### config.mk
export PLATFORM = sky130hd
export DESIGN_NAME = periodic_uframe_bandwidth_scheduler_core
export DESIGN_NICKNAME = d
export VERILOG_FILES = /design/src/rtl/core/pubs_pkg.sv /design/src/rtl/core/periodic_uframe_bandwidth_scheduler_core.sv /design/src/rtl/core/pubs_bank.sv /design/src/rtl/core/pubs_dpath.sv /design/src/rtl/core/pubs_ctrl.sv
export SDC_FILE = /design/constraint.sdc
export NUM_CORES = 2
export LEC_CHECK = 0
export BUFFER_PORTS_ARGS = -buffer_cell sky130_fd_sc_hd__buf_2
export CORE_ASPECT_RATIO = 0.7
export CORE_MARGIN = 10
export CORE_UTILIZATION = 57
export DETAILED_ROUTE_END_ITERATION = 12
export PLACE_DENSITY_LB_ADDON = 0.05
export RECOVER_POWER = 100
export SLEW_MARGIN = 10
export SYNTH_ARGS = -nofsm -noshare
export SYNTH_HDL_FRONTEND = slang
export SYNTH_SLANG_ARGS = --single-unit
### constraint.sdc
create_clock -name clk -period 5.4 [get_ports clk]
set_input_delay 1.08 -clock clk [delete_from_list [all_inputs] [get_ports clk]]
set_output_delay 1.08 -clock clk [all_outputs]
set_load 0.05 [all_outputs]
### src/rtl/core/pubs_pkg.sv
`default_nettype none
// ----------------------------------------------------------------------------
// pubs_pkg
// Shared constants and controller/datapath interface types of the periodic
// microframe bandwidth scheduler.
// ----------------------------------------------------------------------------
package pubs_pkg;

    localparam int FRAMES  = 32;
    localparam int UFRAMES = FRAMES * 8;
    localparam int ROW_W   = $clog2(FRAMES);
    localparam int UF_W    = $clog2(UFRAMES);

    localparam logic [7:0] LOAD_LIMIT_RST = 8'd187;
    localparam logic [9:0] NO_SCORE       = 10'd1023;

    localparam logic REQ_ADD    = 1'b0;
    localparam logic REQ_REMOVE = 1'b1;

    // controller to datapath
    typedef struct packed {
        logic clr_step;
        logic capture;
        logic scan_init;
        logic scan_step;
        logic place_init;
        logic place_step;
    } pubs_cmd_t;

    // datapath to controller
    typedef struct packed {
        logic clr_last;
        logic req_remove;
        logic scan_done;
        logic pipe_empty;
        logic fits;
        logic place_last;
    } pubs_stat_t;

endpackage
`default_nettype wire

### src/rtl/core/periodic_uframe_bandwidth_scheduler_core.sv
`default_nettype none
// ----------------------------------------------------------------------------
// periodic_uframe_bandwidth_scheduler_core
// Microframe load table with best-offset search for periodic endpoint adds
// and load release for removes.
// ----------------------------------------------------------------------------
// One request at a time: a request is taken when start is high and busy is
// low, and its single result appears on ok, chosen_offset and peak_load for
// exactly one cycle with done high; there is no backpressure on the result.
// After reset busy stays high while the load table is zeroed, one frame row
// per cycle. The table sits in eight byte lanes read once per cycle, so an
// add visits each period of every usable offset, steps past each unusable
// offset and drains the score pipeline; if the best peak fits load_limit it
// then rewrites each frame row touched by the placement. A remove rewrites
// each frame row touched. load_limit is written through cfg_we / cfg_wdata.
// ----------------------------------------------------------------------------
module periodic_uframe_bandwidth_scheduler_core (
    input  wire logic       clk,
    input  wire logic       rst_n,
    input  wire logic       start,
    output logic            busy,
    input  wire logic       req_type,
    input  wire logic [8:0] interval_uframes,
    input  wire logic [7:0] start_offset,
    input  wire logic [7:0] start_mask,
    input  wire logic [7:0] complete_mask,
    input  wire logic [7:0] start_time,
    input  wire logic [7:0] complete_time,
    input  wire logic       cfg_we,
    input  wire logic [7:0] cfg_wdata,
    output logic            done,
    output logic            ok,
    output logic [7:0]      chosen_offset,
    output logic [9:0]      peak_load
);

    pubs_pkg::pubs_cmd_t  cmd;
    pubs_pkg::pubs_stat_t stat;

    pubs_ctrl u_ctrl (
        .clk   (clk),
        .rst_n (rst_n),
        .start (start),
        .stat  (stat),
        .cmd   (cmd),
        .busy  (busy),
        .done  (done)
    );

    pubs_dpath u_dpath (
        .clk              (clk),
        .rst_n            (rst_n),
        .cmd              (cmd),
        .stat             (stat),
        .req_type         (req_type),
        .interval_uframes (interval_uframes),
        .start_offset     (start_offset),
        .start_mask       (start_mask),
        .complete_mask    (complete_mask),
        .start_time       (start_time),
        .complete_time    (complete_time),
        .cfg_we           (cfg_we),
        .cfg_wdata        (cfg_wdata),
        .ok               (ok),
        .chosen_offset    (chosen_offset),
        .peak_load        (peak_load)
    );

    // the result cycle always returns to idle
    a_done_then_idle: assert property (@(posedge clk) disable iff (!rst_n)
        done |=> !busy)
        else $error("busy still high after result transfer");

    // scan never advances past the last candidate
    a_scan_in_range: assert property (@(posedge clk) disable iff (!rst_n)
        cmd.scan_step |-> !stat.scan_done)
        else $error("scan step issued after scan end");

    // placement starts only once every score is folded in
    a_place_after_drain: assert property (@(posedge clk) disable iff (!rst_n)
        (cmd.place_init && !stat.req_remove) |-> stat.pipe_empty)
        else $error("placement started with scores in flight");

    // no usable offset can never report success
    a_no_offset_fails: assert property (@(posedge clk) disable iff (!rst_n)
        (done && (peak_load == pubs_pkg::NO_SCORE)) |-> !ok)
        else $error("add reported success without a usable offset");

endmodule
`default_nettype wire

### src/rtl/core/pubs_bank.sv
`default_nettype none
// ----------------------------------------------------------------------------
// pubs_bank
// One byte lane of the load table: one row per frame, one write port and one
// registered read port.
// ----------------------------------------------------------------------------
module pubs_bank (
    input  wire logic                       clk,
    input  wire logic                       we,
    input  wire logic [pubs_pkg::ROW_W-1:0] waddr,
    input  wire logic [7:0]                 wdata,
    input  wire logic [pubs_pkg::ROW_W-1:0] raddr,
    output logic      [7:0]                 rdata
);

    logic [7:0] mem [pubs_pkg::FRAMES];

    always_ff @(posedge clk)
    begin
        if (we)
        begin
            mem[waddr] <= wdata;
        end
        rdata <= mem[raddr];
    end

endmodule
`default_nettype wire

### src/rtl/core/pubs_dpath.sv
`default_nettype none
// ----------------------------------------------------------------------------
// pubs_dpath
// Request registers, load table banks, offset scan address generator, score
// pipeline with best-offset tracking, and the read-modify-write placement.
// ----------------------------------------------------------------------------
module pubs_dpath (
    input  wire logic                 clk,
    input  wire logic                 rst_n,
    input  wire pubs_pkg::pubs_cmd_t  cmd,
    output pubs_pkg::pubs_stat_t      stat,
    input  wire logic                 req_type,
    input  wire logic [8:0]           interval_uframes,
    input  wire logic [7:0]           start_offset,
    input  wire logic [7:0]           start_mask,
    input  wire logic [7:0]           complete_mask,
    input  wire logic [7:0]           start_time,
    input  wire logic [7:0]           complete_time,
    input  wire logic                 cfg_we,
    input  wire logic [7:0]           cfg_wdata,
    output logic                      ok,
    output logic [7:0]                chosen_offset,
    output logic [9:0]                peak_load
);

    localparam int RW    = pubs_pkg::ROW_W;
    localparam int UW    = pubs_pkg::UF_W;
    localparam int PF_W  = RW + 2;
    localparam int SUM_W = ((UW > 9) ? UW : 9) + 1;

    function automatic logic [9:0] max10(input logic [9:0] a, input logic [9:0] b);
        max10 = (a > b) ? a : b;
    endfunction

    // request and configuration
    logic       req_type_reg;
    logic [8:0] interval_reg;
    logic [7:0] start_offset_reg;
    logic [7:0] smask_reg;
    logic [7:0] cmask_reg;
    logic [7:0] stime_reg;
    logic [7:0] ctime_reg;
    logic [7:0] load_limit_reg;

    // table clear
    logic [RW-1:0] clr_cnt_reg;

    // offset scan
    logic [8:0]    cand_reg;
    logic [UW-1:0] pos_reg;
    logic [8:0]    cand_limit;
    logic [8:0]    scan_stride;
    logic [8:0]    cand_inc;
    logic [SUM_W-1:0] pos_sum;
    logic          pos_last;
    logic [15:0]   cs_full;
    logic [15:0]   cc_full;
    logic          cand_ok;
    logic          scan_done;
    logic          issue;

    // score pipeline
    logic [7:0]    ssel0;
    logic [7:0]    csel0;
    logic          v1_reg;
    logic          last1_reg;
    logic [7:0]    off1_reg;
    logic [7:0]    ssel1_reg;
    logic [7:0]    csel1_reg;
    logic [9:0]    sum1 [8];
    logic          v2_reg;
    logic          last2_reg;
    logic [7:0]    off2_reg;
    logic [9:0]    sum2_reg [8];
    logic [9:0]    m4 [4];
    logic [9:0]    m2 [2];
    logic [9:0]    row_max;
    logic          v3_reg;
    logic          last3_reg;
    logic [7:0]    off3_reg;
    logic [9:0]    max3_reg;
    logic [9:0]    worst_now;
    logic          better;
    logic [9:0]    worst_reg;
    logic [9:0]    best_reg;
    logic [7:0]    chosen_reg;
    logic          found_reg;
    logic          fits;

    // placement
    logic [PF_W-1:0] prow_reg;
    logic [2:0]      psh_reg;
    logic [5:0]      frame_step;
    logic [PF_W-1:0] prow_sum;
    logic [7:0]      poff;
    logic [15:0]     psm_full;
    logic [15:0]     pcm_full;
    logic            pw_valid_reg;
    logic [RW-1:0]   pw_row_reg;

    // banks
    logic [7:0]    rd [8];
    logic [RW-1:0] srow [8];
    logic [RW-1:0] raddr [8];
    logic [7:0]    wdata [8];
    logic          bank_we;
    logic [RW-1:0] bank_waddr;

    assign cand_limit  = (interval_reg < 9'd256) ? interval_reg : 9'd256;
    assign scan_stride = (interval_reg > 9'd8) ? interval_reg : 9'd8;
    assign frame_step  = (interval_reg > 9'd8) ? interval_reg[8:3] : 6'd1;
    assign cand_inc    = cand_reg + 9'd1;
    assign pos_sum     = SUM_W'(pos_reg) + SUM_W'(scan_stride);
    assign pos_last    = (pos_sum >= SUM_W'(pubs_pkg::UFRAMES));

    // a candidate is usable when neither shifted mask leaves the frame
    assign cs_full   = {8'h00, smask_reg} << cand_reg[2:0];
    assign cc_full   = {8'h00, cmask_reg} << cand_reg[2:0];
    assign cand_ok   = (cs_full[15:8] == 8'h00) && (cc_full[15:8] == 8'h00)
                       && (32'(cand_reg) < 32'(pubs_pkg::UFRAMES));
    assign scan_done = (cand_reg >= cand_limit);
    assign issue     = cmd.scan_step && !scan_done && cand_ok;

    assign poff      = (req_type_reg == pubs_pkg::REQ_REMOVE) ? start_offset_reg : chosen_reg;
    assign psm_full  = {8'h00, smask_reg} << psh_reg;
    assign pcm_full  = {8'h00, cmask_reg} << psh_reg;
    assign prow_sum  = prow_reg + PF_W'(frame_step);

    assign bank_we    = cmd.clr_step | pw_valid_reg;
    assign bank_waddr = cmd.clr_step ? clr_cnt_reg : pw_row_reg;

    genvar b;
    for (b = 0; b < 8; b++)
    begin : g_lane
        localparam logic [2:0] BI = 3'(b);
        logic [2:0] j_b;
        logic [7:0] d_b;
        logic       use_b;

        // lane b holds microframe pos + j_b, which may sit in the next row
        assign j_b      = BI - pos_reg[2:0];
        assign srow[b]  = pos_reg[UW-1:3] + RW'(BI < pos_reg[2:0]);
        assign ssel0[b] = smask_reg[j_b];
        assign csel0[b] = cmask_reg[j_b];
        assign raddr[b] = cmd.place_step ? prow_reg[RW-1:0] : srow[b];

        assign use_b   = ssel1_reg[b] | csel1_reg[b];
        assign sum1[b] = use_b ? (10'(rd[b])
                                  + (ssel1_reg[b] ? 10'(stime_reg) : 10'd0)
                                  + (csel1_reg[b] ? 10'(ctime_reg) : 10'd0))
                               : 10'd0;

        assign d_b = (psm_full[b] ? stime_reg : 8'd0) + (pcm_full[b] ? ctime_reg : 8'd0);
        assign wdata[b] = cmd.clr_step ? 8'd0
                        : ((req_type_reg == pubs_pkg::REQ_REMOVE) ? (rd[b] - d_b)
                                                                  : (rd[b] + d_b));

        pubs_bank u_bank (
            .clk   (clk),
            .we    (bank_we),
            .waddr (bank_waddr),
            .wdata (wdata[b]),
            .raddr (raddr[b]),
            .rdata (rd[b])
        );
    end

    always_comb
    begin
        for (int k = 0; k < 4; k++)
        begin
            m4[k] = max10(sum2_reg[2 * k], sum2_reg[2 * k + 1]);
        end
        for (int k = 0; k < 2; k++)
        begin
            m2[k] = max10(m4[2 * k], m4[2 * k + 1]);
        end
        row_max = max10(m2[0], m2[1]);
    end

    assign worst_now = max10(worst_reg, max3_reg);
    assign better    = !found_reg || (worst_now <= best_reg);
    assign fits      = found_reg && (best_reg <= 10'(load_limit_reg));

    always_ff @(posedge clk or negedge rst_n)
    begin
        if (!rst_n)
        begin
            load_limit_reg <= pubs_pkg::LOAD_LIMIT_RST;
            clr_cnt_reg    <= '0;
            cand_reg       <= '0;
            pos_reg        <= '0;
            v1_reg         <= 1'b0;
            v2_reg         <= 1'b0;
            v3_reg         <= 1'b0;
            found_reg      <= 1'b0;
            pw_valid_reg   <= 1'b0;
        end
        else
        begin
            if (cfg_we)
            begin
                load_limit_reg <= cfg_wdata;
            end
            if (cmd.clr_step)
            begin
                clr_cnt_reg <= clr_cnt_reg + RW'(1);
            end
            if (cmd.scan_init)
            begin
                cand_reg <= '0;
                pos_reg  <= '0;
            end
            else if (cmd.scan_step && !scan_done)
            begin
                if (!cand_ok || pos_last)
                begin
                    cand_reg <= cand_inc;
                    pos_reg  <= cand_inc[UW-1:0];
                end
                else
                begin
                    pos_reg <= pos_sum[UW-1:0];
                end
            end
            v1_reg <= issue;
            v2_reg <= v1_reg;
            v3_reg <= v2_reg;
            if (cmd.scan_init)
            begin
                found_reg <= 1'b0;
            end
            else if (v3_reg && last3_reg)
            begin
                found_reg <= found_reg | better;
            end
            pw_valid_reg <= cmd.place_step;
        end
    end

    always_ff @(posedge clk)
    begin
        if (cmd.capture)
        begin
            req_type_reg     <= req_type;
            interval_reg     <= interval_uframes;
            start_offset_reg <= start_offset;
            smask_reg        <= start_mask;
            cmask_reg        <= complete_mask;
            stime_reg        <= start_time;
            ctime_reg        <= complete_time;
        end

        last1_reg <= pos_last;
        off1_reg  <= cand_reg[7:0];
        ssel1_reg <= ssel0;
        csel1_reg <= csel0;
        last2_reg <= last1_reg;
        off2_reg  <= off1_reg;
        for (int k = 0; k < 8; k++)
        begin
            sum2_reg[k] <= sum1[k];
        end
        last3_reg <= last2_reg;
        off3_reg  <= off2_reg;
        max3_reg  <= row_max;

        if (cmd.scan_init)
        begin
            best_reg   <= pubs_pkg::NO_SCORE;
            chosen_reg <= 8'd0;
            worst_reg  <= 10'd0;
        end
        else if (v3_reg)
        begin
            if (last3_reg)
            begin
                // ties go to the later offset
                if (better)
                begin
                    best_reg   <= worst_now;
                    chosen_reg <= off3_reg;
                end
                worst_reg <= 10'd0;
            end
            else
            begin
                worst_reg <= worst_now;
            end
        end

        if (cmd.place_init)
        begin
            prow_reg <= PF_W'(poff[7:3]);
            psh_reg  <= poff[2:0];
        end
        else if (cmd.place_step)
        begin
            prow_reg <= prow_sum;
        end
        pw_row_reg <= prow_reg[RW-1:0];
    end

    assign stat.clr_last   = (clr_cnt_reg == RW'(pubs_pkg::FRAMES - 1));
    assign stat.req_remove = (req_type_reg == pubs_pkg::REQ_REMOVE);
    assign stat.scan_done  = scan_done;
    assign stat.pipe_empty = !v1_reg && !v2_reg && !v3_reg;
    assign stat.fits       = fits;
    assign stat.place_last = (prow_sum >= PF_W'(pubs_pkg::FRAMES));

    assign ok            = (req_type_reg == pubs_pkg::REQ_REMOVE) | fits;
    assign chosen_offset = (req_type_reg == pubs_pkg::REQ_REMOVE) ? 8'd0 : chosen_reg;
    assign peak_load     = (req_type_reg == pubs_pkg::REQ_REMOVE) ? 10'd0 : best_reg;

endmodule
`default_nettype wire

### src/rtl/core/pubs_ctrl.sv
`default_nettype none
// ----------------------------------------------------------------------------
// pubs_ctrl
// Sequencer: table clear after reset, request capture, offset scan, pipeline
// drain, placement and the result strobe.
// ----------------------------------------------------------------------------
module pubs_ctrl (
    input  wire logic                  clk,
    input  wire logic                  rst_n,
    input  wire logic                  start,
    input  wire pubs_pkg::pubs_stat_t  stat,
    output pubs_pkg::pubs_cmd_t        cmd,
    output logic                       busy,
    output logic                       done
);

    typedef enum logic [7:0] {
        ST_IDLE     = 8'b0000_0001,
        ST_CLEAR    = 8'b0000_0010,
        ST_DISPATCH = 8'b0000_0100,
        ST_SCAN     = 8'b0000_1000,
        ST_DRAIN    = 8'b0001_0000,
        ST_PLACE    = 8'b0010_0000,
        ST_PWAIT    = 8'b0100_0000,
        ST_RESPOND  = 8'b1000_0000
    } state_t;

    state_t state_reg;
    state_t state_next;

    always_comb
    begin
        state_next = state_reg;
        cmd        = '0;
        case (state_reg)
            ST_CLEAR:
            begin
                cmd.clr_step = 1'b1;
                if (stat.clr_last)
                begin
                    state_next = ST_IDLE;
                end
            end
            ST_IDLE:
            begin
                if (start)
                begin
                    cmd.capture = 1'b1;
                    state_next  = ST_DISPATCH;
                end
            end
            ST_DISPATCH:
            begin
                if (stat.req_remove)
                begin
                    cmd.place_init = 1'b1;
                    state_next     = ST_PLACE;
                end
                else
                begin
                    cmd.scan_init = 1'b1;
                    state_next    = ST_SCAN;
                end
            end
            ST_SCAN:
            begin
                if (stat.scan_done)
                begin
                    state_next = ST_DRAIN;
                end
                else
                begin
                    cmd.scan_step = 1'b1;
                end
            end
            ST_DRAIN:
            begin
                // best offset is final once the score pipeline is empty
                if (stat.pipe_empty)
                begin
                    if (stat.fits)
                    begin
                        cmd.place_init = 1'b1;
                        state_next     = ST_PLACE;
                    end
                    else
                    begin
                        state_next = ST_RESPOND;
                    end
                end
            end
            ST_PLACE:
            begin
                cmd.place_step = 1'b1;
                if (stat.place_last)
                begin
                    state_next = ST_PWAIT;
                end
            end
            ST_PWAIT:
            begin
                state_next = ST_RESPOND;
            end
            ST_RESPOND:
            begin
                state_next = ST_IDLE;
            end
            default:
            begin
                state_next = ST_IDLE;
            end
        endcase
    end

    always_ff @(posedge clk or negedge rst_n)
    begin
        if (!rst_n)
        begin
            state_reg <= ST_CLEAR;
        end
        else
        begin
            state_reg <= state_next;
        end
    end

    assign busy = (state_reg != ST_IDLE);
    assign done = (state_reg == ST_RESPOND);

endmodule
`default_nettype wire
Yosys cells after proc, flatten, opt, wreduce, memory -nomap -nowiden

Memories as Yosys holds them, arrays and structs flattened. A register that Yosys moved wholly into a read port is not among the register bits.
Index checks and enable logic that the tools add are counted.

Register bits after elaboration: 189
Latch bits: 0
RAM bits: 2128
Bits in read-only memories: 0
Output and inout bits: 21
Memories kept: 9

Memories:

| memory                       | words | width | read ports | clocked after memory_dff | wr ports | line            | RTL |
|---|---|---|---|---|---|---|---|
| u_dpath.g_lane[0].u_bank.mem | 32    | 8     | 1          | 1                        | 1        | pubs_bank.sv:16 | `logic [7:0] mem [pubs_pkg::FRAMES];` |
| u_dpath.g_lane[1].u_bank.mem | 32    | 8     | 1          | 1                        | 1        | pubs_bank.sv:16 |  |
| u_dpath.g_lane[2].u_bank.mem | 32    | 8     | 1          | 1                        | 1        | pubs_bank.sv:16 |  |
| u_dpath.g_lane[3].u_bank.mem | 32    | 8     | 1          | 1                        | 1        | pubs_bank.sv:16 |  |
| u_dpath.g_lane[4].u_bank.mem | 32    | 8     | 1          | 1                        | 1        | pubs_bank.sv:16 |  |
| u_dpath.g_lane[5].u_bank.mem | 32    | 8     | 1          | 1                        | 1        | pubs_bank.sv:16 |  |
| 3 more memories              | -     | -     | -          | -                        | -        | -               |  |

Add/sub/neg operators: 60
Multipliers: 0
Div/mod/pow operators: 0
Order comparisons: 32
Equal/unequal tests: 15
Shifts and indexed selects: 4
Muxes and demuxes: 144
Bitwise gates (word level): 11
Reductions and logical operators: 25

Operator list:

| kind                                                  | count |
|---|---|
| two-way mux 8 bit                                     | 59 |
| two-way mux 10 bit                                    | 18 |
| adder 8 bit                                           | 16 |
| adder 10 bit                                          | 8 |
| adder 8 x 10 -> 10 bit                                | 8 |
| greater-than comparator 10 bit                        | 8 |
| subtractor 8 bit                                      | 8 |
| one-hot mux 8 bit (7 select lines)                    | 1 |
| two-way mux 5 bit                                     | 11 |
| binary-select mux 1 bit (select 3 bit)                | 16 |
| two-way mux 9 bit                                     | 5 |
| adder 5 x 1 -> 5 bit                                  | 8 |
| < comparator 3 x 4 -> 1 bit (second input constant)   | 8 |
| << shifter 8 x 3 -> 16 bit                            | 2 |
| two-way mux 1 bit                                     | 31 |
| < comparator 9 bit (second input constant)            | 2 |
| zero test 8 bit                                       | 2 |
| << shifter 8 x 3 -> 8 bit                             | 2 |
| < comparator 3 bit (first input constant)             | 4 |
| two-way mux 6 bit                                     | 2 |
| subtractor 3 bit (first input constant)               | 4 |
| OR 1 bit                                              | 11 |
| adder 8 x 9 -> 10 bit                                 | 1 |
| >= comparator 10 x 9 -> 1 bit (second input constant) | 1 |
| other kinds (32)                                      | 55 |

Depth between registers and ports, before layout

Depth in word-level cells: 9
Gate-level depth with buffers: 31
Mapped depth without buffers: 28

Cells and area by module

A second synthesis with hierarchy kept.

Cell total of the unflattened synthesis: 6078
Area total of the unflattened synthesis: 105311.0 um^2

Modules (own cells, without submodules):

| module     | times used | cells each | area each (um^2) | seq. area each (um^2) |
|---|---|---|---|---|
| pubs_bank  | 8          | 417        | 10053.4          | 7847.5 |
| pubs_dpath | 1          | 2687       | 24364.6          | 5988.2 |
| pubs_ctrl  | 1          | 55         | 519.2            | 201.4 |

Worst setup path after synthesis

No wires, ideal clock.

Path kind: reg2reg
From: register u_dpath.psh_reg[1]
To: memory u_dpath.g_lane[7].u_bank.mem[0][7] (data pin)
Arrival time: 5.422 ns
Data required time: 5.049 ns
Setup slack: -0.373 ns
Stages on the path, launching flop included: 20
Path buffers: 2
Clock period less this slack: 5.773 ns
Cells stage by stage: edfxtp_1 -> clkbuf_1 -> clkbuf_1 -> mux4_2 -> a21oi_1 -> nor2b_1 -> ha_1 -> fa_1 -> inv_1 -> ha_1 -> mux2i_1 -> ha_1 -> a21o_1 -> a21o_1 -> a21o_1 -> a21o_1 -> a21o_1 -> a21oi_1 -> xnor3_1 -> nor2_1

Longest elaborated chain between the ends: 6

RTL lines:

| item                                                   | line                                 | RTL |
|---|---|---|
| from (decl)                                            | pubs_dpath.sv:92                     | `logic [2:0] psh_reg;` |
| from (signal assigned)                                 | pubs_dpath.sv:295                    | `psh_reg <= poff[2:0];` |
| << shifter 8 x 3 -> 8 bit (on tied branches)           | pubs_dpath.sv:125, pubs_dpath.sv:126 |  |
| two-way mux 8 bit                                      | pubs_dpath.sv:153                    | `assign d_b = (psm_full[b] ? stime_reg : 8'd0) + (pcm_full[b] ? ctime_reg : 8'd0);` |
| adder 8 bit *                                          | pubs_dpath.sv:153                    |  |
| adder 8 bit / subtractor 8 bit (equally long branches) | pubs_dpath.sv:156, pubs_dpath.sv:155 |  |
| two-way mux 8 bit *                                    | pubs_dpath.sv:155                    | `: ((req_type_reg == pubs_pkg::REQ_REMOVE) ? (rd[b] - d_b)` |
| two-way mux 8 bit *                                    | pubs_dpath.sv:154                    | `assign wdata[b] = cmd.clr_step ? 8'd0` |
| named net u_dpath.g_lane[7].u_bank.wdata[7]            | pubs_bank.sv:11                      | `input wire logic [7:0] wdata,` |
| to (decl)                                              | pubs_bank.sv:16                      |  |

Mark *: on every way through the listed nets, which the timed path passes. The rest lies on a longest branch.

Worst setup path in the final report

From: register u_dpath.psh_reg[0]
To: memory u_dpath.g_lane[6].u_bank.mem[31][7] (data pin)

Longest elaborated chain between the ends: 6

RTL lines:

| item                                                   | line |
|---|---|
| << shifter 8 x 3 -> 8 bit (on tied branches)           | pubs_dpath.sv:125, pubs_dpath.sv:126 |
| two-way mux 8 bit                                      | pubs_dpath.sv:153 |
| adder 8 bit *                                          | pubs_dpath.sv:153 |
| adder 8 bit / subtractor 8 bit (equally long branches) | pubs_dpath.sv:156, pubs_dpath.sv:155 |
| two-way mux 8 bit *                                    | pubs_dpath.sv:155 |
| two-way mux 8 bit *                                    | pubs_dpath.sv:154 |
| named net u_dpath.g_lane[6].u_bank.wdata[7]            | pubs_bank.sv:11 |
| to (decl)                                              | pubs_bank.sv:16 |

Marked as above.

==> impl_metrics.ini <==
[min_path]
hold_path_depth = 0
hold_class = flop to flop
hp-start = u_dpath.off1_reg[1]
worstHoldEndpoint = u_dpath.off2_reg[1]

[yosys]
synth_flop_cell = edfxtp_1
syn-num-nets = 9023
synth.distinct_cells = 74
synth-seq-cells = 2381
postSynth.asyncResetShare_pct = 1.81
avgSynthCellArea_um2 = 12.6
ys_warn_count = 0
ys_seq_area_share_pct = 63.8
synth_edf_count = 2106
netlist_instances = 8552
syn_area_um2 = 108000

[sta]
clock.fmax_mhz = 182
final-setup-viol-count = 47
rsz0062_at_grt = yes
hold_viol_final = 0
fin_crit_ps = 5490
clock-skew-final_ps = 57.7
tightest_slew_ps = 2790
timing.final.ws_setup_ps = -89.9
setup_tns_ps = -3400
final_max_slew_viol_count = 391
hold_slack_ps = 327
fin_crit_sh_pct = 102
max_slew_margin_pct = -85.8

[critical_path]
cp-start-kind = flop
reg2reg_slack_ps = -90
ff2ff_path_depth = 20
rr_endpoint = u_dpath.g_lane[6].u_bank.mem[31][7]
cp.required_ps = 6120
cpMostUsedCell = a21o_1
cp-end-kind = flop
critical_path.max_stage_delay_ps = 590
slowest_stage = fa_1
cp_data_arrival_time_ps = 6210
path_cells = buf_6, clkbuf_1, mux2i_1, a21oi_1, and2_0, ha_1, fa_1, inv_1, ha_1, mux2i_1, ha_1, a21o_1, a21o_1, a21o_1, a21o_1, a21o_1, a21oi_1, xnor3_1, nor2_2, buf_12
crit_type = flop to flop
reg2reg_from = u_dpath.psh_reg[0]
worstPathMaxFanout = 32

[floorplanning]
start_util_pct = 57.4
die_w_um = 541
boundaryPins = 83
coreArea_um2 = 188000
num_rows = 133
die_h_um = 384
die_area_um2 = 208000

[cts]
clk_pin_slew_worst_paths_ps = 70
clockBufferDepth = 4
cts_buffers = 225
cts_sinks = 2381
clock_latency_ps = 880
tritoncts = done
clockRootBuffer = clkbuf_16
h-tree-depth = 4

[final_layout]
fin_nets = 9297
regArea_um2 = 69000
final_cells = 11500
largest_reg_flops = 2048
mostFrequentLayoutCells = 2106 x edfxtp_1, 1361 x nand2_1, 648 x a211oi_1
final_common_cell = edfxtp_1
nFillCells = 14300
drive_above_1_share_pct = 11.6
syn2layout_area_growth_pct = 11.9
multi_input_area_um2 = 36200

[routing]
vias_per_cell = 6.18
drc = 0
vias = 71200
drtIter0Drc = 8446
ant_nets = 0
wirelength_mm = 313
firstDrtPassIters = 6
avgRoutedWirePerCell_um = 27.2

[run_status]
violations = max-capacitance violations, max-slew violations, negative setup slack
status = finished, violations left

[global_routing]
grt_max_degree = 129
grt_pass1_wl_mm = 456
overflow = 0
grt_use_total_pct = 29.2
antenna_found_initial = 19
grt_pass1_vias = 67700

[place]
hpwl_mm = 184
pre_cts_slack_ps = -464
place.gp.congestion = 0.951
place_inst = 11100
port-buffer-count = 82

[flow_run]
drv_cap = 15
repair_timing:
item	4_1_cts	5_1_grt
hold buffers	0	0
cloned	0	1
setup endpoints to repair	106	495
pin swaps	25	11
endpoints found under the hold margin	0	0
buffers inserted	14	17
gates resized for setup	68	48
metal layers:
layer	vias up	GRT usage (%)	routed length (um)
met5	-	0	84
met4	12	8.83	10600
met3	513	4.90	28000
met2	3066	44.1	138000
met1	35500	43.6	136000
li1	32100	-	-
synth_stat cells (42+ instances only):
cell type  number  share of area, %
edfxtp_1     2106                59
nand2_1      1361               4.7
a211oi_1      653               4.5
and2_1        406               2.3
inv_1         363               1.3
a21oi_1       355               1.6
ha_1          319               3.7
a31oi_1       276               1.6
a311oi_1      256               2.1
nor2_1        250              0.87
dfxtp_1       232               4.3
clkbuf_1      228              0.79
buf_2         180              0.83
a21o_1        179               1.2
xnor2_1       175               1.4
and2_0        152              0.88
nor2b_1       115              0.67
fa_1           90               1.7
nand3_1        82              0.38
mux2i_1        77              0.71
o21ai_0        70              0.32
and3_1         62              0.36
o21bai_1       56              0.39
xor2_1         56              0.45
buf_4          42              0.29
per-stage QoR:
step	utilization, %	cell area [um2]
after floorplan	-	108000
after global placement	60.5	114000
after detailed placement	60.5	114000
after CTS	64.5	121000
after global routing	64.3	121000
final	64.3	121000
logic make-up (layout without fill, tap and decap cells):
family          after synthesis  after routing  synth area share, %
simple gates               2580           2580                 11.1
flops                      2381           2381                 63.8
compound gates             1927           1927                 12.4
buf+inv                     881           1341                 3.66
fa+ha+maj                   410            410                 5.37
xor+xnor                    239            239                 2.04
mux                         134            134                 1.56
other cells                   0              4                    0
worst max-delay path: cells and delay by family, from the launching register on:
family                     cells  cell delay [ps]
and+or+nand+nor                2              460
adders and majority gates      4             1340
AOI/OAI and AO/OA              7             1430
xor gates and xnor gates       1              360
muxes                          2              590
DFF                            1              470
buffers and inverters          4              670
how the worst max path moves through the flow:
stage	from	to	slack, ps
2_1_floorplan	u_dpath.psh_reg[1]	u_dpath.g_lane[4].u_bank.mem[0][7]	20
5_1_grt	u_dpath.sum2_reg[0][15]	u_dpath.max3_reg[1]	-320
3_5_place_dp	u_dpath.sum2_reg[0][35]	u_dpath.max3_reg[8]	-460
4_1_cts	u_dpath.psh_reg[0]	u_dpath.g_lane[4].u_bank.mem[16][7]	8
6_report	u_dpath.psh_reg[0]	u_dpath.g_lane[6].u_bank.mem[31][7]	-90
3_3_place_gp	u_dpath.sum2_reg[0][35]	u_dpath.max3_reg[8]	-410
cell type report:
cell class / instances / area share (%)
Sequential cell: 2381 / 57.0
Multi-Input combinational cell: 5290 / 29.9
Clock buffer: 278 / 4.90
Timing Repair Buffer: 562 / 3.57
Tap cell: 2497 / 2.58
Inverter: 366 / 1.14
Clock inverter: 135 / 0.895
Antenna cell: 4 / 0.00827
Power is not shown: default switching activity piles up to over one toggle a cycle in this logic, so the estimate is an artifact.
